==> config.mk <==
export PLATFORM = sky130hd
export DESIGN_NAME = full_linear_convolution_core
export DESIGN_NICKNAME = d
export VERILOG_FILES = /design/src/hw/rtl/flc_pkg.sv /design/src/hw/rtl/flc_store.sv /design/src/hw/rtl/flc_seq.sv /design/src/hw/rtl/flc_mac.sv /design/src/hw/rtl/full_linear_convolution_core.sv
export SDC_FILE = /design/constraint.sdc
export NUM_CORES = 2
export LEC_CHECK = 0
export BUFFER_PORTS_ARGS = -buffer_cell sky130_fd_sc_hd__buf_2
export CAP_MARGIN = 20
export CORE_MARGIN = 2
export CORE_UTILIZATION = 45
export CTS_CLUSTER_SIZE = 25
export DETAILED_ROUTE_END_ITERATION = 6
export GPL_ROUTABILITY_DRIVEN = 1
export SKIP_LAST_GASP = 1
export SLEW_MARGIN = 20
export SYNTH_ARGS = -nofsm -noshare
export SYNTH_HDL_FRONTEND = slang
export SYNTH_SLANG_ARGS = --single-unit
==> constraint.sdc <==
create_clock -name clk -period 9.01 [get_ports clk]
set_clock_uncertainty 0.1 [all_clocks]
set_input_delay 0.4505 -clock clk [delete_from_list [all_inputs] [get_ports clk]]
set_output_delay 0.4505 -clock clk [all_outputs]
set_load 0.05 [all_outputs]
==> src/hw/rtl/flc_pkg.sv <==
// ----------------------------------------------------------------------------
// flc_pkg
// shared widths and the term tag that travels from the sequencer to the mac
// ----------------------------------------------------------------------------
package flc_pkg;

  localparam int LEN_W    = 6;   // length registers and output index
  localparam int IN_IDX_W = 5;   // element index port
  localparam int SAMPLE_W = 16;  // q1.15 element
  localparam int PROD_W   = 32;  // q2.30 product
  localparam int ACC_W    = 37;  // q7.30 sum

  // tag carried alongside each multiply term
  typedef struct packed {
    logic             first;      // first term of an output sample
    logic             last_term;  // last term of an output sample
    logic             last_run;   // sample is the last of the run
    logic [LEN_W-1:0] n;          // output index
  } term_t;

endpackage

==> src/hw/rtl/flc_store.sv <==
// ----------------------------------------------------------------------------
// flc_store
// element store, one write port and one registered read port
// ----------------------------------------------------------------------------
module flc_store #(
  parameter int DEPTH  = 32,
  parameter int ADDR_W = 5
) (
  input  logic                                  clk,
  input  logic                                  we,
  input  logic [ADDR_W-1:0]                     waddr,
  input  logic signed [flc_pkg::SAMPLE_W-1:0]   wdata,
  input  logic                                  re,
  input  logic [ADDR_W-1:0]                     raddr,
  output logic signed [flc_pkg::SAMPLE_W-1:0]   rdata
);

  logic signed [flc_pkg::SAMPLE_W-1:0] mem [DEPTH];

  always_ff @(posedge clk) begin
    if (we) begin
      mem[waddr] <= wdata;
    end
  end

  always_ff @(posedge clk) begin
    if (re) begin
      rdata <= mem[raddr];
    end
  end

endmodule

==> src/hw/rtl/flc_seq.sv <==
// ----------------------------------------------------------------------------
// flc_seq
// walks output index n and term index k, one term a cycle while adv is high
// ----------------------------------------------------------------------------
module flc_seq #(
  parameter int MAX_LEN = 32,
  parameter int IDX_W   = 5
) (
  input  logic                       clk,
  input  logic                       rst,
  input  logic                       start,
  input  logic [flc_pkg::LEN_W-1:0]  signal_len,
  input  logic [flc_pkg::LEN_W-1:0]  kernel_len,
  input  logic                       adv,
  output logic                       idle,
  output logic                       issue,
  output flc_pkg::term_t             term,
  output logic [IDX_W-1:0]           sig_addr,
  output logic [IDX_W-1:0]           ker_addr
);

  localparam logic [flc_pkg::LEN_W-1:0] MaxLenV = flc_pkg::LEN_W'(MAX_LEN);

  typedef enum logic [1:0] {
    ST_IDLE = 2'b01,
    ST_RUN  = 2'b10
  } state_t;

  state_t                    state;
  logic [flc_pkg::LEN_W-1:0] n, k, ls_m1, lk_m1, last_n;
  logic                      first;

  logic [flc_pkg::LEN_W-1:0] act_ls, act_lk, kmax, n1, kmin1, j;

  // clamp the configured lengths into 1..MAX_LEN
  always_comb begin
    priority if (signal_len == '0) act_ls = flc_pkg::LEN_W'(1);
    else if (signal_len > MaxLenV) act_ls = MaxLenV;
    else                           act_ls = signal_len;
    priority if (kernel_len == '0) act_lk = flc_pkg::LEN_W'(1);
    else if (kernel_len > MaxLenV) act_lk = MaxLenV;
    else                           act_lk = kernel_len;
  end

  assign kmax  = (n < ls_m1) ? n : ls_m1;
  assign n1    = n + flc_pkg::LEN_W'(1);
  assign kmin1 = (n1 >= lk_m1) ? n1 - lk_m1 : '0;
  assign j     = n - k;

  assign idle     = (state == ST_IDLE);
  assign issue    = (state == ST_RUN) && adv;
  assign sig_addr = k[IDX_W-1:0];
  assign ker_addr = j[IDX_W-1:0];

  assign term.first     = first;
  assign term.last_term = (k == kmax);
  assign term.last_run  = (n == last_n);
  assign term.n         = n;

  always_ff @(posedge clk) begin
    if (rst) begin
      state <= ST_IDLE;
    end else begin
      unique case (state)
        ST_IDLE: begin
          if (start) begin
            state <= ST_RUN;
          end
        end
        ST_RUN: begin
          if (issue && term.last_term && term.last_run) begin
            state <= ST_IDLE;
          end
        end
        default: state <= ST_IDLE;
      endcase
    end
  end

  always_ff @(posedge clk) begin
    if (idle && start) begin
      ls_m1  <= act_ls - flc_pkg::LEN_W'(1);
      lk_m1  <= act_lk - flc_pkg::LEN_W'(1);
      last_n <= act_ls + act_lk - flc_pkg::LEN_W'(2);
      n      <= '0;
      k      <= '0;
      first  <= 1'b1;
    end else if (issue) begin
      if (term.last_term) begin
        n     <= n1;
        k     <= kmin1;
        first <= 1'b1;
      end else begin
        k     <= k + flc_pkg::LEN_W'(1);
        first <= 1'b0;
      end
    end
  end

`ifndef SYNTH
  a_k_in_range: assert property (@(posedge clk) disable iff (rst)
    issue |-> k <= kmax)
    else $error("term index beyond upper bound");

  a_j_in_range: assert property (@(posedge clk) disable iff (rst)
    issue |-> j <= lk_m1)
    else $error("kernel index beyond kernel length");

  a_n_steps: assert property (@(posedge clk) disable iff (rst)
    (issue && term.last_term && !term.last_run) |=> n == $past(n) + flc_pkg::LEN_W'(1))
    else $error("output index did not step after last term");
`endif

endmodule

==> src/hw/rtl/flc_mac.sv <==
// ----------------------------------------------------------------------------
// flc_mac
// shared multiply-accumulate pipeline and output register
// ----------------------------------------------------------------------------
module flc_mac (
  input  logic                                 clk,
  input  logic                                 rst,
  input  logic                                 issue,
  input  flc_pkg::term_t                       term_in,
  input  logic signed [flc_pkg::SAMPLE_W-1:0]  s_data,
  input  logic signed [flc_pkg::SAMPLE_W-1:0]  h_data,
  output logic                                 adv,
  output logic                                 out_valid,
  input  logic                                 out_ready,
  output logic signed [flc_pkg::ACC_W-1:0]     result_value,
  output logic [flc_pkg::LEN_W-1:0]            result_index,
  output logic                                 last_of_run
);

  logic                                s1_valid, s2_valid;
  flc_pkg::term_t                      s1_term, s2_term;
  logic signed [flc_pkg::PROD_W-1:0]   prod;
  logic signed [flc_pkg::ACC_W-1:0]    acc, acc_next;

  // whole pipe moves only when the output register can take a word
  assign adv = !out_valid || out_ready;

  assign acc_next = (s2_term.first ? '0 : acc) +
    {{(flc_pkg::ACC_W-flc_pkg::PROD_W){prod[flc_pkg::PROD_W-1]}}, prod};

  always_ff @(posedge clk) begin
    if (rst) begin
      s1_valid  <= 1'b0;
      s2_valid  <= 1'b0;
      out_valid <= 1'b0;
    end else if (adv) begin
      s1_valid  <= issue;
      s2_valid  <= s1_valid;
      out_valid <= s2_valid && s2_term.last_term;
    end
  end

  always_ff @(posedge clk) begin
    if (adv) begin
      s1_term <= term_in;
      s2_term <= s1_term;
      prod    <= s_data * h_data;
      if (s2_valid) begin
        acc <= acc_next;
      end
      if (s2_valid && s2_term.last_term) begin
        result_value <= acc_next;
        result_index <= s2_term.n;
        last_of_run  <= s2_term.last_run;
      end
    end
  end

endmodule

==> src/hw/rtl/full_linear_convolution_core.sv <==
// ----------------------------------------------------------------------------
// full_linear_convolution_core
// full linear convolution of a q1.15 signal with a q1.15 kernel, exact q7.30
// sums from one shared multiply-accumulate unit
// ----------------------------------------------------------------------------
//  channel  direction  handshake              payload
//  in       sink       in_valid / in_ready    mode, element_index, sample_value
//  out      source     out_valid / out_ready  result_value, result_index,
//                                             last_of_run
//  cfg      sink       cfg_valid / cfg_ready  cfg_index, cfg_data
//
//  a compute word issues one product a cycle while the output is not stalled,
//  clamped signal_len * kernel_len products in all (at most MAX_LEN squared),
//  and the last term of each sample passes the read, product and output registers
//  in_ready is low while the sequencer walks the terms
//  a stalled output word freezes the whole mac pipe until it is taken
//  reset clears control and sets both lengths to one; stores are not cleared
// ----------------------------------------------------------------------------
module full_linear_convolution_core #(
  parameter int MAX_LEN = 32
) (
  input  logic                                 clk,
  input  logic                                 rst,
  // item channel
  input  logic                                 in_valid,
  output logic                                 in_ready,
  input  logic [1:0]                           mode,
  input  logic [flc_pkg::IN_IDX_W-1:0]         element_index,
  input  logic signed [flc_pkg::SAMPLE_W-1:0]  sample_value,
  // result channel
  output logic                                 out_valid,
  input  logic                                 out_ready,
  output logic signed [flc_pkg::ACC_W-1:0]     result_value,
  output logic [flc_pkg::LEN_W-1:0]            result_index,
  output logic                                 last_of_run,
  // configuration channel
  input  logic                                 cfg_valid,
  output logic                                 cfg_ready,
  input  logic [1:0]                           cfg_index,
  input  logic [flc_pkg::LEN_W-1:0]            cfg_data
);

  localparam int IDX_W = (MAX_LEN > 1) ? $clog2(MAX_LEN) : 1;
  localparam logic [flc_pkg::LEN_W-1:0] MaxLenV = flc_pkg::LEN_W'(MAX_LEN);

  // item modes
  localparam logic [1:0] MODE_LOAD_SIG = 2'd0;
  localparam logic [1:0] MODE_LOAD_KER = 2'd1;
  localparam logic [1:0] MODE_COMPUTE  = 2'd2;

  // register indexes
  localparam logic [1:0] CFG_SIGNAL_LEN = 2'd0;
  localparam logic [1:0] CFG_KERNEL_LEN = 2'd1;

  logic [flc_pkg::LEN_W-1:0] signal_len, kernel_len;

  logic in_acc, idx_ok, sig_we, ker_we, start;
  logic adv, issue, idle;
  flc_pkg::term_t term;
  logic [IDX_W-1:0] sig_addr, ker_addr;
  logic signed [flc_pkg::SAMPLE_W-1:0] s_data, h_data;

  // config is always taken; out of range indexes fall through
  assign cfg_ready = 1'b1;

  always_ff @(posedge clk) begin
    if (rst) begin
      signal_len <= flc_pkg::LEN_W'(1);
      kernel_len <= flc_pkg::LEN_W'(1);
    end else if (cfg_valid && cfg_ready) begin
      if (cfg_index == CFG_SIGNAL_LEN) begin
        signal_len <= cfg_data;
      end
      if (cfg_index == CFG_KERNEL_LEN) begin
        kernel_len <= cfg_data;
      end
    end
  end

  // item decode: loads write the stores, compute kicks the sequencer
  assign in_ready = idle;
  assign in_acc   = in_valid && in_ready;
  assign idx_ok   = {1'b0, element_index} < MaxLenV;
  assign sig_we   = in_acc && (mode == MODE_LOAD_SIG) && idx_ok;
  assign ker_we   = in_acc && (mode == MODE_LOAD_KER) && idx_ok;
  assign start    = in_acc && (mode == MODE_COMPUTE);

  flc_store #(.DEPTH(MAX_LEN), .ADDR_W(IDX_W)) u_sig_store (
    .clk   (clk),
    .we    (sig_we),
    .waddr (element_index[IDX_W-1:0]),
    .wdata (sample_value),
    .re    (adv),
    .raddr (sig_addr),
    .rdata (s_data)
  );

  flc_store #(.DEPTH(MAX_LEN), .ADDR_W(IDX_W)) u_ker_store (
    .clk   (clk),
    .we    (ker_we),
    .waddr (element_index[IDX_W-1:0]),
    .wdata (sample_value),
    .re    (adv),
    .raddr (ker_addr),
    .rdata (h_data)
  );

  // term sequencer: one (n, k) pair per advancing cycle
  flc_seq #(.MAX_LEN(MAX_LEN), .IDX_W(IDX_W)) u_seq (
    .clk        (clk),
    .rst        (rst),
    .start      (start),
    .signal_len (signal_len),
    .kernel_len (kernel_len),
    .adv        (adv),
    .idle       (idle),
    .issue      (issue),
    .term       (term),
    .sig_addr   (sig_addr),
    .ker_addr   (ker_addr)
  );

  // shared mac with output word register
  flc_mac u_mac (
    .clk          (clk),
    .rst          (rst),
    .issue        (issue),
    .term_in      (term),
    .s_data       (s_data),
    .h_data       (h_data),
    .adv          (adv),
    .out_valid    (out_valid),
    .out_ready    (out_ready),
    .result_value (result_value),
    .result_index (result_index),
    .last_of_run  (last_of_run)
  );

endmodule

# Word level (Yosys, flattened, before mapping)
# Memory sizes are Yosys's and may differ from the RTL's. A register that Yosys moved wholly into a read port is not among the register bits.
# Cells that the tools add are included.
# Widths: inputs -> output; s select.
# word_totals
regBits	179
ramBits	1024
inputBits	36
out_inout_bits	47
word_cells	87
memories	2
# memory_table
memory	words	width	read_ports	rd_clocked_by_memory_dff	write_ports	line	text
u_ker_store.mem	32	16	1	1	1	flc_store.sv:18	logic signed [flc_pkg::SAMPLE_W-1:0] mem [DEPTH];
u_sig_store.mem	32	16	1	1	1	flc_store.sv:18	
# op_classes
n_addsub	9
multipliers	1
order_cmp	4
n_eq_ne	9
muxes	16
n_reduce_logical	21
# ops
op	count
$mux 6	7
$add 37x37->37	1
$mux 37	1
$mul 16x16->32	1
$add 6x1->6 const B	2
$eq 6x6->1	2
$gt 6x6->1 const B	2
$logic_not 6->1	2
$reduce_and 2->1	6
$sub 6x1->6 const B	2
$logic_and 1x1->1	9
$add 6x6->6	1
$eq 2x1->1 const B	3
$ge 6x6->1	1
$lt 6x6->1	1
$sub 6x2->6 const B	1
$sub 6x6->6	1
$mux 1	5
$sub 5x5->5	1
$eq 2x2->1 const B	2
$logic_not 2->1	2
$mux 2	2
$pmux 2 s2	1
$ne 2x1->1 const B	1
other kinds (3)	3

# Logic depth before layout (Yosys ltp)
# logic_depth
ltp_word	7
depth_mapped	23
mapped_depth_nobuf	22

# By module
# A second synthesis with hierarchy kept.
# hier_totals
cells_unflattened	4101
hier_area_um2	60255.3
# by_module_without_submodules
module	instances	cells_each	area_each_um2	seq_area_each_um2
flc_store	2	1143	20696.1	15855.2
flc_mac	1	1489	15766.4	3993.8
flc_seq	1	275	2561.2	840.8
full_linear_convolution_core	1	51	535.5	240.2

# Least setup slack after synthesis
# Ideal clock, no wire load.
# synth_timing
path_kind	reg2reg
start	register u_ker_store.rdata[2] (netlist bit), read port of u_ker_store.mem
end	register u_mac.prod[31] (netlist bit) (data pin)
setup_time_ps	260
t_arrival_ps	5849
required_time_ps	8650
setup_slack_ps	2801
path_stages_with_launch	23
n_path_buf	1
period_less_slack_ps	6209
path_cell_list	edfxtp_1 > clkbuf_1 > and2_1 > fa_1 > inv_1 > fa_1 > fa_1 > inv_1 > fa_1 > fa_1 > inv_1 > fa_1 > inv_1 > ha_1 > a21o_1 > a21o_1 > a21oi_1 > o211ai_1 > o221ai_1 > nor2_1 > or3_1 > a21oi_1 > xnor2_1
# synth_via
elab_chain_len	1
# synth_rtl
item	line	text
from (decl)	flc_store.sv:15	output logic signed [flc_pkg::SAMPLE_W-1:0] rdata
$mul 16x16->32	flc_mac.sv:47	prod <= s_data * h_data;
to (signal assigned)	flc_mac.sv:47	
to (decl)	flc_mac.sv:22	logic signed [flc_pkg::PROD_W-1:0] prod;
# No other way between the ends.
# A chain may end at the register's enable or synchronous reset.

# Worst setup path in the final report
# layout_timing
start	register u_sig_store.rdata[9] (netlist bit), read port of u_sig_store.mem
end	register u_mac.prod[28] (netlist bit) (data pin)
# layout_via
elab_chain_len	1
# layout_rtl
item	line
from (decl)	flc_store.sv:15
$mul 16x16->32	flc_mac.sv:47
# No other way between the ends.

==> results.cfg <==
[outcome]
status = finished clean

[logic_synthesis]
yosysUniqueCellTypes = 65
synth.top_cell.area_share = 0.617
avgSynthCellArea_um2 = 17.4
synthArstFlopShare = 0
synth_top_cell_by_area = edfxtp_1
syn_inst = 3368
synth_edf_count = 1205
ys_warn_count = 0
synth_seq_cells = 1235
ys_seq_area_frac = 0.627
syn_area_mm2 = 0.0586
synth_area_leaders = edfxtp_1 (62%), mux4_2 (12%), fa_1 (9.1%)
ys.flop_type = edfxtp_1

[drt]
drtIter0Drc = 2521
routed_wl_um = 129000
ant_nets = 0
vias_per_cell = 5.40
wl_per_cell_um = 23.9
vias = 29100
dr.pass1.iters = 7
drc_errors = 0

[global_routing]
grt_max_degree = 110
antenna_found_initial = 11
grt_use_total = 0.198
overflow = 0
grt_pass1_vias = 30600
grt_pass1_wl_um = 194000

[clocking]
post_cts_buffers = 0
cts-root-buf = clkbuf_16
cts.sinks = 1235
cts_tree = done
cts_buffer_depth = 3
postCtsHoldBufs = 10
path_clk_slew_ns = 0.06
clk_latency_ns = 0.77
numCtsBuffers = 133
post_cts_resized = 0
h-tree-depth = 4

[layout]
layout.nets = 3997
layout_commonest_cell = edfxtp_1
layout_common_cells = edfxtp_1 (1205), inv_1 (328), mux4_2 (320)
drive_gt1_frac = 0.205
area_delta_synth_final_pct = 12.3

[worst_setup_path]
path_cells = and2_1, fa_1, inv_1, fa_1, fa_1, inv_1, fa_1, fa_1, inv_1, fa_1, inv_1, ha_1, a211oi_1, nand2_1, nor4_1, o41ai_1, buf_4, a2111oi_0, nor3_1, xor2_1
cp_common_cell = fa_1
start_kind = flip-flop
max_stage_delay_ns = 0.69
arrival_ns = 7.26
crit_type = flip-flop to flip-flop
crit_slowest_cell = edfxtp_1
crit_required_ns = 9.40
worst_path_dominant_cell_family = adder cells
crit_path_end_kind = flip-flop
path_max_fanout = 16
cp.buffers_inverters = 5

[placement]
portBuffers = 81
gp_congestion = 0.835
hpwlAfterDp_um = 78000

[sta]
fmax_ghz = 0.146
tightest_slew_ns = 1.08
finalHoldViolCount = 0
period_minus_slack_ns = 6.87
slew_headroom = 0.279
rsz0062_at_grt = no
drv_slew = 0
setup_tns_ns = 0
setup_violations = 0
min_period_over_period = 0.763

[floorplanning]
die_h_um = 365
num_io_pins = 83
rows = 132
die_w_um = 365
initial_utilization = 0.453
core_area_mm2 = 0.129
die-area_mm2 = 0.133

[hold_path]
hold_class = input port to flip-flop

[job]
maxCapViolations = 0
-- routing by layer --
layer	track usage	vias to the layer above	wire, µm
met5	0	-	58
met3	0.0408	165	7070
met2	0.325	702	62900
li1	-	13000	-
met4	0.0530	8	2450
met1	0.272	15300	56400
-- tightest hold or removal path: stages --
cell	delay, ns
buf_2	0.08
nor3b_1	0.09
mux2i_1	0.13
nor2_1	0.07
-- registers in the layout, summed over array words and instances (netlist names), 2 cells and up --
name and flops:
u_ker_store.mem 512, u_sig_store.mem 512, u_mac.acc 37, u_mac.result_value 37
u_mac.prod 32, u_ker_store.rdata 16, u_sig_store.rdata 16, u_mac.s1_term 9
u_mac.s2_term 9, kernel_len 6, signal_len 6, u_mac.result_index 6
u_seq.k 6, u_seq.last_n 6, u_seq.lk_m1 6, u_seq.ls_m1 6
u_seq.n 6, u_seq.state 2
-- per-stage QoR --
stage               instance area, µm²  hold slack (ns)  utilization  cells  worst slack, ns
finish                           65800           0.0158        0.508   5392             2.14
global route                     65800           0.0178        0.508   5390             1.85
CTS                              65800           0.0157        0.508   5388             2.16
detailed placement               61500            0.305        0.475   5145             2.17
global placement                 61500            0.301        0.475   5145             2.22
floorplan                        58600            0.300            -   3369             2.80
-- synth_stat cells, drive strengths merged, types with 4 or more instances --
library cell / instances
a211o: 5
a211oi: 8
a21o: 40
a21oi: 68
a31o: 4
a31oi: 4
and2: 133
and3: 5
buf: 30
clkbuf: 104
dfxtp: 30
edfxtp: 1205
fa: 266
ha: 146
inv: 331
mux2: 33
mux2i: 17
mux4: 320
nand2: 158
nand2b: 24
nand3: 21
nand3b: 6
nand4: 9
nand4b: 5
nor2: 123
nor2b: 44
nor3: 12
nor3b: 5
nor4: 6
o211ai: 12
o21a: 6
o21ai: 28
o31ai: 4
o41ai: 6
or2: 4
or3: 5
or4: 5
xnor2: 74
xor2: 30
-- cell families after synthesis --
kind of cell | share of synthesized area
DFF | 0.627
and+or+nand+nor | 0.0489
buffers and inverters | 0.0301
adders and majority gates | 0.122
muxes | 0.132
AOI/OAI and AO/OA | 0.0238
xor gates and xnor gates | 0.0157
other | 0.000128
-- worst paths after layout --
kind	start	endpoint	slack [ns]	depth (start not counted)
max	u_sig_store.rdata[9]$_DFFE_PN_	u_mac.prod[28]$_DFFE_PN_	2.14	20
min	cfg_index[1]	signal_len[3]$_SDFFE_PP0P_	0.02	4
max reg2reg	u_sig_store.rdata[9]$_DFFE_PN_	u_mac.prod[28]$_DFFE_PN_	2.14	20
min reg2reg	u_mac.s2_term[2]$_DFFE_PN_	u_mac.result_index[2]$_DFFE_PP_	0.32	0
-- final cells by class --
class,instances,area (µm²)
fillers,10600,63700
flip-flops and latches,1235,36800
multi-input cells,1669,20200
clock buffers,168,3520
well taps,1742,2180
inverters,331,1240
repair buffers,179,1200
clock inverters,65,658
diodes,3,7.51
Power is left out: the tool's default activity adds up to more than one toggle a clock period on the data nets, which glitch-free logic cannot reach.
